[src/rtl/ffha_pkg.sv]
// shared constants, codes and controller/datapath types of the heap allocator
package ffha_pkg;

  localparam int unsigned HEAP_WORDS  = 1024;
  localparam int unsigned ADDR_W      = $clog2(HEAP_WORDS);
  localparam int unsigned HDR_W       = 13;
  localparam int unsigned LEN_W       = 12;
  localparam int unsigned MODE_W      = 2;
  localparam int unsigned STATUS_W    = 2;
  localparam int unsigned HDR_BYTES   = 4;
  localparam int unsigned ALIGN_BYTES = 8;
  // width of an unclamped next-block index
  localparam int unsigned NXT_W = ((ADDR_W > HDR_W - 2) ? ADDR_W : HDR_W - 2) + 1;
  // largest block that still leaves room for the sentinel
  localparam logic [31:0] FMT_CAP = 32'(((HEAP_WORDS - 1) / 2) * ALIGN_BYTES);
  localparam logic [LEN_W-1:0] HEAP_BYTES_RST = LEN_W'(4084);

  localparam logic [MODE_W-1:0] MODE_ALLOC    = MODE_W'(0);
  localparam logic [MODE_W-1:0] MODE_FREE     = MODE_W'(1);
  localparam logic [MODE_W-1:0] MODE_COALESCE = MODE_W'(2);

  localparam logic [STATUS_W-1:0] STATUS_OK      = STATUS_W'(0);
  localparam logic [STATUS_W-1:0] STATUS_NOFIT   = STATUS_W'(1);
  localparam logic [STATUS_W-1:0] STATUS_BADFREE = STATUS_W'(2);

  typedef logic [ADDR_W-1:0] widx_t;
  typedef logic [HDR_W-1:0]  hdr_t;

  typedef enum logic [3:0] {
    ST_FMT_HDR,
    ST_FMT_SENT,
    ST_IDLE,
    ST_AL_RD,
    ST_AL_EV,
    ST_AL_SPLIT,
    ST_FR_RD,
    ST_FR_EV,
    ST_CO_RDP,
    ST_CO_EVP,
    ST_CO_RDN,
    ST_CO_EVN,
    ST_DONE
  } ctl_state_e;

  typedef struct packed {
    logic fmt_hdr;
    logic fmt_sent;
    logic start;
    logic rd_p;
    logic rd_n;
    logic al_commit;
    logic al_split;
    logic fr_commit;
    logic step_p;
    logic co_load;
    logic co_merge;
    logic co_adv;
    logic set_nofit;
    logic set_badfree;
    logic out_load;
  } ctl_cmd_t;

  typedef struct packed {
    logic p_end;
    logic n_end;
    logic fit;
    logic split;
    logic match;
    logic alloc_bit;
    logic both_free;
  } dp_sts_t;

endpackage

[src/rtl/ffha_ctrl.sv]
// controller state machine of the heap allocator
module ffha_ctrl import ffha_pkg::*; (
  input  logic              clk_i,
  input  logic              rst_ni,
  input  logic              cfg_we_i,
  input  logic              in_valid_i,
  input  logic [MODE_W-1:0] in_mode_i,
  output logic              in_ready_o,
  output logic              out_valid_o,
  input  logic              out_ready_i,
  input  dp_sts_t           sts_i,
  output ctl_cmd_t          cmd_o
);

  ctl_state_e state_q, state_d;
  logic       out_valid_q, out_valid_d;

  // next state
  always_comb begin
    state_d = state_q;
    case (state_q)
      ST_FMT_HDR:  state_d = ST_FMT_SENT;
      ST_FMT_SENT: state_d = ST_IDLE;
      ST_IDLE: begin
        if (in_valid_i) begin
          case (in_mode_i)
            MODE_ALLOC:    state_d = ST_AL_RD;
            MODE_FREE:     state_d = ST_FR_RD;
            MODE_COALESCE: state_d = ST_CO_RDP;
            default:       state_d = ST_DONE;
          endcase
        end
      end
      ST_AL_RD:    state_d = sts_i.p_end ? ST_DONE : ST_AL_EV;
      ST_AL_EV: begin
        if (sts_i.fit) begin
          state_d = sts_i.split ? ST_AL_SPLIT : ST_DONE;
        end else begin
          state_d = ST_AL_RD;
        end
      end
      ST_AL_SPLIT: state_d = ST_DONE;
      ST_FR_RD:    state_d = sts_i.p_end ? ST_DONE : ST_FR_EV;
      ST_FR_EV:    state_d = sts_i.match ? ST_DONE : ST_FR_RD;
      ST_CO_RDP:   state_d = ST_CO_EVP;
      ST_CO_EVP:   state_d = ST_CO_RDN;
      ST_CO_RDN:   state_d = sts_i.n_end ? ST_DONE : ST_CO_EVN;
      ST_CO_EVN:   state_d = ST_CO_RDN;
      ST_DONE: begin
        if (!out_valid_q || out_ready_i) begin
          state_d = ST_IDLE;
        end
      end
      default:     state_d = ST_FMT_HDR;
    endcase
    // a new heap size reformats the store
    if (cfg_we_i) begin
      state_d = ST_FMT_HDR;
    end
  end

  // commands
  always_comb begin
    cmd_o      = '0;
    in_ready_o = 1'b0;
    case (state_q)
      ST_FMT_HDR:  cmd_o.fmt_hdr = 1'b1;
      ST_FMT_SENT: cmd_o.fmt_sent = 1'b1;
      ST_IDLE: begin
        in_ready_o  = !cfg_we_i;
        cmd_o.start = !cfg_we_i && in_valid_i;
      end
      ST_AL_RD: begin
        cmd_o.set_nofit = sts_i.p_end;
        cmd_o.rd_p      = !sts_i.p_end;
      end
      ST_AL_EV: begin
        cmd_o.al_commit = sts_i.fit;
        cmd_o.step_p    = !sts_i.fit;
      end
      ST_AL_SPLIT: cmd_o.al_split = 1'b1;
      ST_FR_RD: begin
        cmd_o.set_badfree = sts_i.p_end;
        cmd_o.rd_p        = !sts_i.p_end;
      end
      ST_FR_EV: begin
        cmd_o.fr_commit   = sts_i.match && sts_i.alloc_bit;
        cmd_o.set_badfree = sts_i.match && !sts_i.alloc_bit;
        cmd_o.step_p      = !sts_i.match;
      end
      ST_CO_RDP:   cmd_o.rd_p = 1'b1;
      ST_CO_EVP:   cmd_o.co_load = 1'b1;
      ST_CO_RDN:   cmd_o.rd_n = !sts_i.n_end;
      ST_CO_EVN: begin
        cmd_o.co_merge = sts_i.both_free;
        cmd_o.co_adv   = !sts_i.both_free;
      end
      ST_DONE:     cmd_o.out_load = !out_valid_q || out_ready_i;
      default:     cmd_o = '0;
    endcase
  end

  always_comb begin
    out_valid_d = out_valid_q;
    if (cmd_o.out_load) begin
      out_valid_d = 1'b1;
    end else if (out_ready_i) begin
      out_valid_d = 1'b0;
    end
  end

  always_ff @(posedge clk_i or negedge rst_ni) begin
    if (!rst_ni) begin
      state_q     <= ST_FMT_HDR;
      out_valid_q <= 1'b0;
    end else begin
      state_q     <= state_d;
      out_valid_q <= out_valid_d;
    end
  end

  assign out_valid_o = out_valid_q;

endmodule

[config.mk]
export PLATFORM = sky130hd
export DESIGN_NAME = ffha_ctrl
export DESIGN_NICKNAME = d
export VERILOG_FILES = /design/src/rtl/ffha_pkg.sv /design/src/rtl/ffha_ctrl.sv
export SDC_FILE = /design/constraint.sdc
export NUM_CORES = 1
export LEC_CHECK = 0
export BUFFER_PORTS_ARGS = -buffer_cell sky130_fd_sc_hd__buf_2
export CORE_AREA = 2 2 39 41
export CTS_BUF_LIST = sky130_fd_sc_hd__clkbuf_4 sky130_fd_sc_hd__clkbuf_8
export CTS_CLUSTER_SIZE = 40
export DETAILED_ROUTE_END_ITERATION = 7
export DIE_AREA = 0 0 41 43
export MAX_ROUTING_LAYER = met4
export PLACE_DENSITY_LB_ADDON = 0.2
export SLEW_MARGIN = 20
export SYNTH_ARGS = -nofsm -noshare
export SYNTH_HDL_FRONTEND = slang
export SYNTH_SLANG_ARGS = --single-unit
export TNS_END_PERCENT = 10
[constraint.sdc]
create_clock -name clk_i -period 3.8 [get_ports clk_i]
set_clock_uncertainty 0.1 [all_clocks]
set_input_delay 0.76 -clock clk_i [delete_from_list [all_inputs] [get_ports clk_i]]
set_output_delay 0.76 -clock clk_i [all_outputs]
set_load 0.1 [all_outputs]
==> run summary, run 1 <==
The nature of the critical path endpoint is a primary output. The critical setup path kind is reg -> out. Setup repair after global routing left no endpoint under its margin. The detail route stage leaves a number of antenna-violating nets equal to 0. Routability-driven placement finished with a final weighted congestion of 0.839. The library cell used most frequently in the layout, excluding fill and tap cells, is sky130_fd_sc_hd__buf_2. The worst path meets setup with 0.782 ns of slack. In the routed layout, each cell is associated on average with a via count of 5.49. The vertical extent of the die works out to 43 um. The highest-delay cell along the critical path was sky130_fd_sc_hd__or4b_4. Share of the clock period used by the worst path after layout: 79.4%. The maximum clock frequency was 0.331 GHz; the static leakage was 0.380 nW. The post-synth design cell area was 607 um^2. The most used flip-flop cell after synthesis is sky130_fd_sc_hd__dfrtp_1. The floorplan step defined a die boundary enclosing 0.00176 mm^2. For the worst hold slack after final layout, the log shows 0.221 ns. The clock reaches the later pin of the worst-skew pair after 0.24 ns. The run gives 43.9% as the effective utilization at floorplan. Counting along the longest clock path gives a buffer depth of 2.

The max-slew violation count came out at 0. The post-cts hold buffer count was 0. Post-CTS repair changed the size of 0 cells. Data on the critical path is required at its endpoint by 2.94 ns. At the pin with the least slew margin, the transition time is 0.636 ns. Synthesis instantiated 36 different standard cells from the library. Dividing the synthesized area by the synthesized cell count gives 6.98 um^2.

For the sequential share of the synthesized area, the log shows 20.6%. The number of antenna diodes in the final layout is 0. The max-capacitance violation count was 0; the count of buffers from port buffering was 30.

Final critical delay including setup and external delays: 3.02 ns. The total overflow left after global routing is 0. The number of placement rows was 14. The clock transition at the registers of the reported paths works out to 0.05 ns. The maximum fanout encountered on the critical timing path is 22, and the DRC violations left is 0. For the post-placement setup slack, the log shows 1.04 ns.

The number of vias in the routed layout was 714; the top-level port count was 31. The highest ir drop seen on vdd is 743 uV, and the total clock buffers created by CTS is 3. In the final layout, the share of cells above drive strength 1 is 34.2%. The worst pin sits at a relative slew slack of 57.6%. Broken down by cell family, the worst path's largest delay share belongs to simple AND/OR/NAND/NOR gates. The number of warnings issued by yosys is 0. Summed over all layers, the routed wires come to 1610 um.

The run gives 129 as the net total in the final layout. Yosys mapped a number of flops with a built-in enable equal to 0. Counting the fill cells in the layout gives 144.

The run gives 87 as the number of standard cells after synthesis. In this run the power density over the cells is 873 mW/mm^2. The run finished with clean final reports. The average wire per cell in the routed design works out to 12.3 um.

For the count of H-tree levels built during CTS, the log shows 1. Traced cell by cell, the critical path runs through or4b_4, nor2_1, and2_1, buf_2. In the synthesized netlist the async set-or-reset flop fraction comes to 100%. Relative to the synthesized area, the layout overhead comes to 28.2%. Kind of path behind the tightest hold check: in -> async. The logs give 5 for the total number of clock tree sinks and 0.00138 mm^2 for the placeable core region. TritonCTS built the clock tree.

First-pass detailed-route iteration total: 4. The startpoint type of the worst setup path is a flop. In this design, the stage delay of the slowest critical-path cell is 0.65 ns. The logs give 0 for the number of buffers added for setup after CTS and 2.16 ns for the data arrival time of the worst path. The total routing usage reported by global routing was 21.2%; the total of flip-flops plus latches after synthesis was 5. For this block, the initial DRC count from the detailed router was 11.

The run gives 619 as the via count of the first global-routing pass. The number of antenna violations at the first check in global routing was 0; the first-pass GRT wire length was 2560 um. The tools report the hold violation count in the final report as 0. Entering global routing, the biggest net connects 23 pins. The root buffer cell chosen for the clock tree is sky130_fd_sc_hd__clkbuf_4.

Measured along the x axis, the die boundary spans 41 um. The top cell types in the final layout, fill and taps aside, are 30 x sky130_fd_sc_hd__buf_2, 8 x sky130_fd_sc_hd__nor2_1, 8 x sky130_fd_sc_hd__a21oi_1. Setup violations remaining at the end of the flow were counted as 0.

The number of nets handed over by synthesis was 101. Power comes to 679 uW. The buffer and inverter count on the worst path is 1. Detailed placement ended at an HPWL of 1130 um.
logic make-up after synthesis:
| group | after synthesis | synth area share, % |
|---|---|---|
| simple gates | 50 | 48.3 |
| xor+xnor | 1 | 1.44 |
| compound gates | 21 | 22.1 |
| flops | 5 | 20.6 |
| buf+inv | 10 | 7.63 |
layout make-up:
class                      instances  area, um^2  share of cell area, %
clock buffer                       4        30.0                   3.86
inverter                           3        11.3                   1.45
multi-input combinational         72         442                   56.8
sequential                         5         125                   16.1
tap                               16        20.0                   2.57
timing repair buffer              30         150                   19.3
metrics by stage:
| stage | instances | setup TNS [ns] | utilization, % | instance area (um^2) |
|---|---|---|---|---|
| after detailed placement | 126 | 0 | 54.1 | 748 |
| after global routing | 130 | 0 | 56.2 | 778 |
| final | 130 | 0 | 56.2 | 778 |
| after global placement | 126 | 0 | 54.1 | 748 |
| after CTS | 130 | 0 | 56.2 | 778 |
| after floorplan | 87 | -1.69 | - | 613 |
synthesized netlist by cell type (2+ instances only):
cell                       number  share of area (%)
sky130_fd_sc_hd__nor2b_1        3                3.1
sky130_fd_sc_hd__and3_1         3                3.1
sky130_fd_sc_hd__dfrtp_1        5                 21
sky130_fd_sc_hd__buf_2          4                3.3
sky130_fd_sc_hd__nor4_1         2                2.1
sky130_fd_sc_hd__or3_1          2                2.1
sky130_fd_sc_hd__nand2_1        7                4.3
sky130_fd_sc_hd__inv_1          3                1.9
sky130_fd_sc_hd__clkbuf_1       2                1.2
sky130_fd_sc_hd__nand3_1        3                2.5
sky130_fd_sc_hd__a21oi_1        8                6.6
sky130_fd_sc_hd__o21ai_0        3                2.5
sky130_fd_sc_hd__nor3_1         6                4.9
sky130_fd_sc_hd__o22ai_1        2                2.1
sky130_fd_sc_hd__nand2b_1       6                6.2
sky130_fd_sc_hd__nor2_1         8                4.9
layer usage:
layer,GRT usage (%),share of wire [%],vias to the layer above
met5,-,0,-
met4,2.00,0,0
met3,6.28,6.4,0
met2,31.9,46,28
met1,28.8,48,316
li1,-,-,370
registers in the layout, indices dropped and copies added, names as in the netlist:
register     flops
out_valid_o      1
state_q          4
where the power goes:
| group | internal [mW] | leakage [nW] | total, mW | switching [mW] |
|---|---|---|---|---|
| sequential | 0.0695 | 0.0671 | 0.151 | 0.0814 |
| combinational | 0.115 | 0.295 | 0.460 | 0.345 |
| clock | 0.0468 | 0.0184 | 0.0682 | 0.0214 |
| total | 0.232 | 0.380 | 0.679 | 0.448 |
final timing paths:
kind / from / end / slack [ns] / cells past startpoint
worst max register to register: state_q[0] / state_q[1] / 1.86 / 4
min in group clk_i: out_valid_o / out_valid_o / 0.45 / 2
worst min-delay path: rst_ni / out_valid_o / 0.22 / 1
max in group asynchronous: rst_ni / state_q[0] / 3.25 / 1
worst max-delay path: state_q[0] / cmd_o[12] / 0.78 / 4
worst min register to register: out_valid_o / out_valid_o / 0.45 / 2
Power figures use the tool's default switching activity.
==> run 2: changes to the inputs <==
- ABC_AREA: unset -> 1
- clock period: 3.8 -> 2.8 ns (I/O delays scaled with it)
==> run 2 against run 1 <==
Critical path depth is the same. Clock power grew 38%. Global-route usage shrank 1.2 points. Sequential power shrank 6%. Total power grew 34%. Hold slack lost 0.20 ns. Critical endpoint unchanged. Largest cell class unchanged. Largest power group unchanged.
==> run summary, run 2 <==
The flow ran to the end, and the final reports show no timing, DRC or antenna violations. The post-synth design cell area is 582 um^2 (was 607 um^2). The placeable core region was 0.00138 mm^2 (unchanged); the count of H-tree levels built during CTS was 1 (unchanged). The number of vias in the routed layout is 738 (was 714).

The logs give 0 (unchanged) for the DRC violations left and 114 (was 101) for the net count of the mapped netlist. Total wirelength of the detailed-routed design: 1600 um (was 1610 um). The tools report the highest ir drop seen on vdd as 746 uV (was 743 uV). The run gives 0 (unchanged) as the hold violation count in the final report. TritonCTS built the clock tree. The startpoint type of the worst setup path was a flop (unchanged). The first-iteration detailed-routing DRC count was 9 (was 11); the share of the clock period used by the worst path after layout was 86.4%. The share of synthesized flip-flops with an asynchronous set or reset was 100% (unchanged); the max-slew violation count was 0 (unchanged). Top area cells in the synthesized netlist: sky130_fd_sc_hd__dfrtp_1 22%, sky130_fd_sc_hd__nand2_1 14%, sky130_fd_sc_hd__nor2_1 12% (was sky130_fd_sc_hd__dfrtp_1 21%, sky130_fd_sc_hd__a21oi_1 6.6%, sky130_fd_sc_hd__nand2b_1 6.2%). The total die area was 0.00176 mm^2 (unchanged); the number of flip-flops in the largest register was 4 (unchanged). The maximum fanout encountered on the critical timing path works out to 7 (was 22). For the largest buffer count on any clock path, the log shows 2 (unchanged).

Kind of path behind the tightest hold check: in -> async (unchanged). Commonest cells after routing, fill and taps aside: 30 x sky130_fd_sc_hd__buf_2, 22 x sky130_fd_sc_hd__nand2_1, 18 x sky130_fd_sc_hd__nor2_1 (was 30 x sky130_fd_sc_hd__buf_2, 8 x sky130_fd_sc_hd__nor2_1, 8 x sky130_fd_sc_hd__a21oi_1). Worst flop-to-flop path endpoint: state_q[1] (unchanged).

The post-detailed-route count of antenna-violating nets was 0 (unchanged); the share of post-route cells with drive strength above 1 was 37.6% (was 34.2%). The top-level port count came out at 31 (unchanged). The master cell of the clock root buffer is sky130_fd_sc_hd__clkbuf_4 (unchanged). The register with the most flip-flops was state_q (unchanged). The first-pass detailed-route iteration total came out at 4 (unchanged).

The reg-to-reg critical path startpoint is state_q[2] (was state_q[0]). Count of buffers from port buffering: 30 (unchanged). Among all cell types in the netlist, the one instantiated most often is sky130_fd_sc_hd__nand2_1. Sequence of cells on the critical path: nor2_2, nand2_2, nor3_1, buf_2 (was or4b_4, nor2_1, and2_1, buf_2).

Post-route total power: 908 uW (was 679 uW). Setup repair after global routing left no endpoint under its margin. Number of antenna violations at the first check in global routing: 0 (unchanged). The transition time at the pin with the least slew margin is 0.494 ns (was 0.636 ns), and the growth of design area from synthesis to finish is 34.0% (was 28.2%). The total clock buffers created by CTS was 3 (unchanged).

The max-capacitance violation count was 0 (unchanged). The effective utilization at floorplan came out at 42.0% (was 43.9%). The top-area cell type share of the netlist area works out to 21.5% (was 20.6%). The cell type with the highest aggregate area in the netlist is sky130_fd_sc_hd__dfrtp_1 (unchanged). The number of failing setup endpoints in the final timing report was 0 (unchanged); the first-pass GRT wire length was 2330 um (was 2560 um). For the worst hold slack after final layout, the log shows 0.0207 ns (was 0.221 ns). The dominant synthesized flop cell was sky130_fd_sc_hd__dfrtp_1 (unchanged). The run gives 0 (unchanged) as the number of warnings issued by yosys. Average vias per placed instance: 4.95 (was 5.49).

The run gives 14 (unchanged) as the number of placement rows. Most common cell after layout, fill and taps aside: sky130_fd_sc_hd__buf_2 (unchanged). The average footprint of a synthesized cell was 5.82 um^2 (was 6.98 um^2). The largest net degree at the start of global routing is 9 (was 23), and the final critical delay including setup and external delays is 2.42 ns.

The net total in the final layout was 148 (was 129). The last weighted congestion value of the routability-driven placer was 0.784 (was 0.839). For the post-cts hold buffer count, the log shows 0 (unchanged). The worst reg2reg path depth is 6 (was 4).

The tools report the number of buffers added for setup after CTS as 0 (unchanged). The vertical extent of the die came out at 43 um (unchanged). The count of unique library cells instantiated by Yosys came out at 21 (was 36). The via count of the first global-routing pass came out at 569 (was 619).

Most frequent cells after synthesis: 22 x sky130_fd_sc_hd__nand2_1, 18 x sky130_fd_sc_hd__nor2_1, 14 x sky130_fd_sc_hd__inv_1 (was 8 x sky130_fd_sc_hd__a21oi_1, 8 x sky130_fd_sc_hd__nor2_1, 7 x sky130_fd_sc_hd__nand2_1). For the sequential share of the synthesized area, the log shows 21.5% (was 20.6%). The max-slew headroom at the worst pin was 67.3% (was 57.6%). The tools report the data required time of the worst path as 2.14 ns (was 2.94 ns). The number of standard cells after synthesis came out at 100 (was 87). The largest stage delay on the critical path came out at 0.47 ns (was 0.65 ns).

The highest-delay cell along the critical path was sky130_fd_sc_hd__buf_2 (was sky130_fd_sc_hd__or4b_4). The leftover overflow at the end of global routing is 0 (unchanged), and the reg2reg setup slack is 1.35 ns (was 1.86 ns). The power per standard cell area is 1170 mW/mm^2 (was 873 mW/mm^2), and the clock transition at the registers of the reported paths is 0.05 ns (about the same). The tools report the insertion delay of the later-clocked pin in the worst-skew pair as 0.24 ns (about the same).

The number of cells upsized or downsized after cts is 0 (unchanged), and the data arrival time of the worst path is 1.76 ns (was 2.16 ns). The total routing usage reported by global routing is 20.0% (was 21.2%). The post-DP HPWL is 1330 um (was 1130 um).

The run gives 5 (unchanged) as the total number of clock tree sinks. The tools report the static leakage as 0.506 nW (was 0.380 nW). The number of flops mapped to enable cells by yosys came out at 0 (unchanged). Total of flip-flops plus latches after synthesis: 5 (unchanged). The tools report the number of antenna diodes as 0 (unchanged). The horizontal extent of the die is 41 um (unchanged). Nature of the critical path endpoint: a primary output (unchanged). Average wire per cell in the routed design: 10.7 um (was 12.3 um). For the maximum clock frequency, the log shows 0.414 GHz. The critical setup path kind was reg -> out (unchanged).
## run 2: how the worst max path moves through the flow
stage                     startpoint        end  slack, ns  cells past startpoint
after detailed placement  state_q[2]  cmd_o[12]       0.68                      4
after global placement    state_q[0]   cmd_o[1]       0.70                      5
after floorplan           state_q[2]  cmd_o[12]      -0.63                      3
after global routing      state_q[0]   cmd_o[1]       0.32                      5
final                     state_q[2]  cmd_o[12]       0.38                      4
after CTS                 state_q[2]  cmd_o[12]       0.41                      4
## run 2: area by class of cell
type | count | area [um^2]
sequential | 5 | 125
tap | 16 | 20.0
inverter | 20 | 75.1
fill | 148 | 604
timing repair buffer | 30 | 150
clock buffer | 4 | 30.0
multi-input combinational | 74 | 379
## run 2: routing by layer
metal | wire, um | part of all wire (%) | global-route usage (%)
met1 | 665 | 42 | 23.5
met2 | 831 | 52 | 33.1
met3 | 100 | 6.3 | 4.71
met4 | 0 | 0 | 4.00
met5 | 0 | 0 | -
## run 2: report_power, final
group	switching [mW]	internal, mW	leakage (nW)
registers	0.0465	0.0956	0.0673
clock network	0.0306	0.0636	0.0184
logic	0.546	0.126	0.421
total	0.623	0.285	0.506
## run 2: cell families (layout without fill, tap and decap cells)
logic type      after synthesis  count (layout)  share of synthesized area, %
simple gates                 67              67                          56.3
compound gates                7               7                          7.96
buf+inv                      21              54                          14.2
flops                         5               5                          21.5
## run 2: metrics by stage
step / std cells / setup slack (ns) / utilization [%] / area (um^2) / TNS (ns)
floorplan: 100 / -0.628 / - / 587 / -1.27
global placement: 145 / 0.704 / 54.2 / 749 / 0
detailed placement: 145 / 0.683 / 54.2 / 749 / 0
CTS: 149 / 0.411 / 56.3 / 779 / 0
global route: 149 / 0.320 / 56.3 / 779 / 0
finish: 149 / 0.382 / 56.3 / 779 / 0
## run 2: critical path: cells and delay by family, from the launching register on
family	cells	cell delay, ns
flops	1	0.43
buf+inv	1	0.47
simple gates	3	0.61
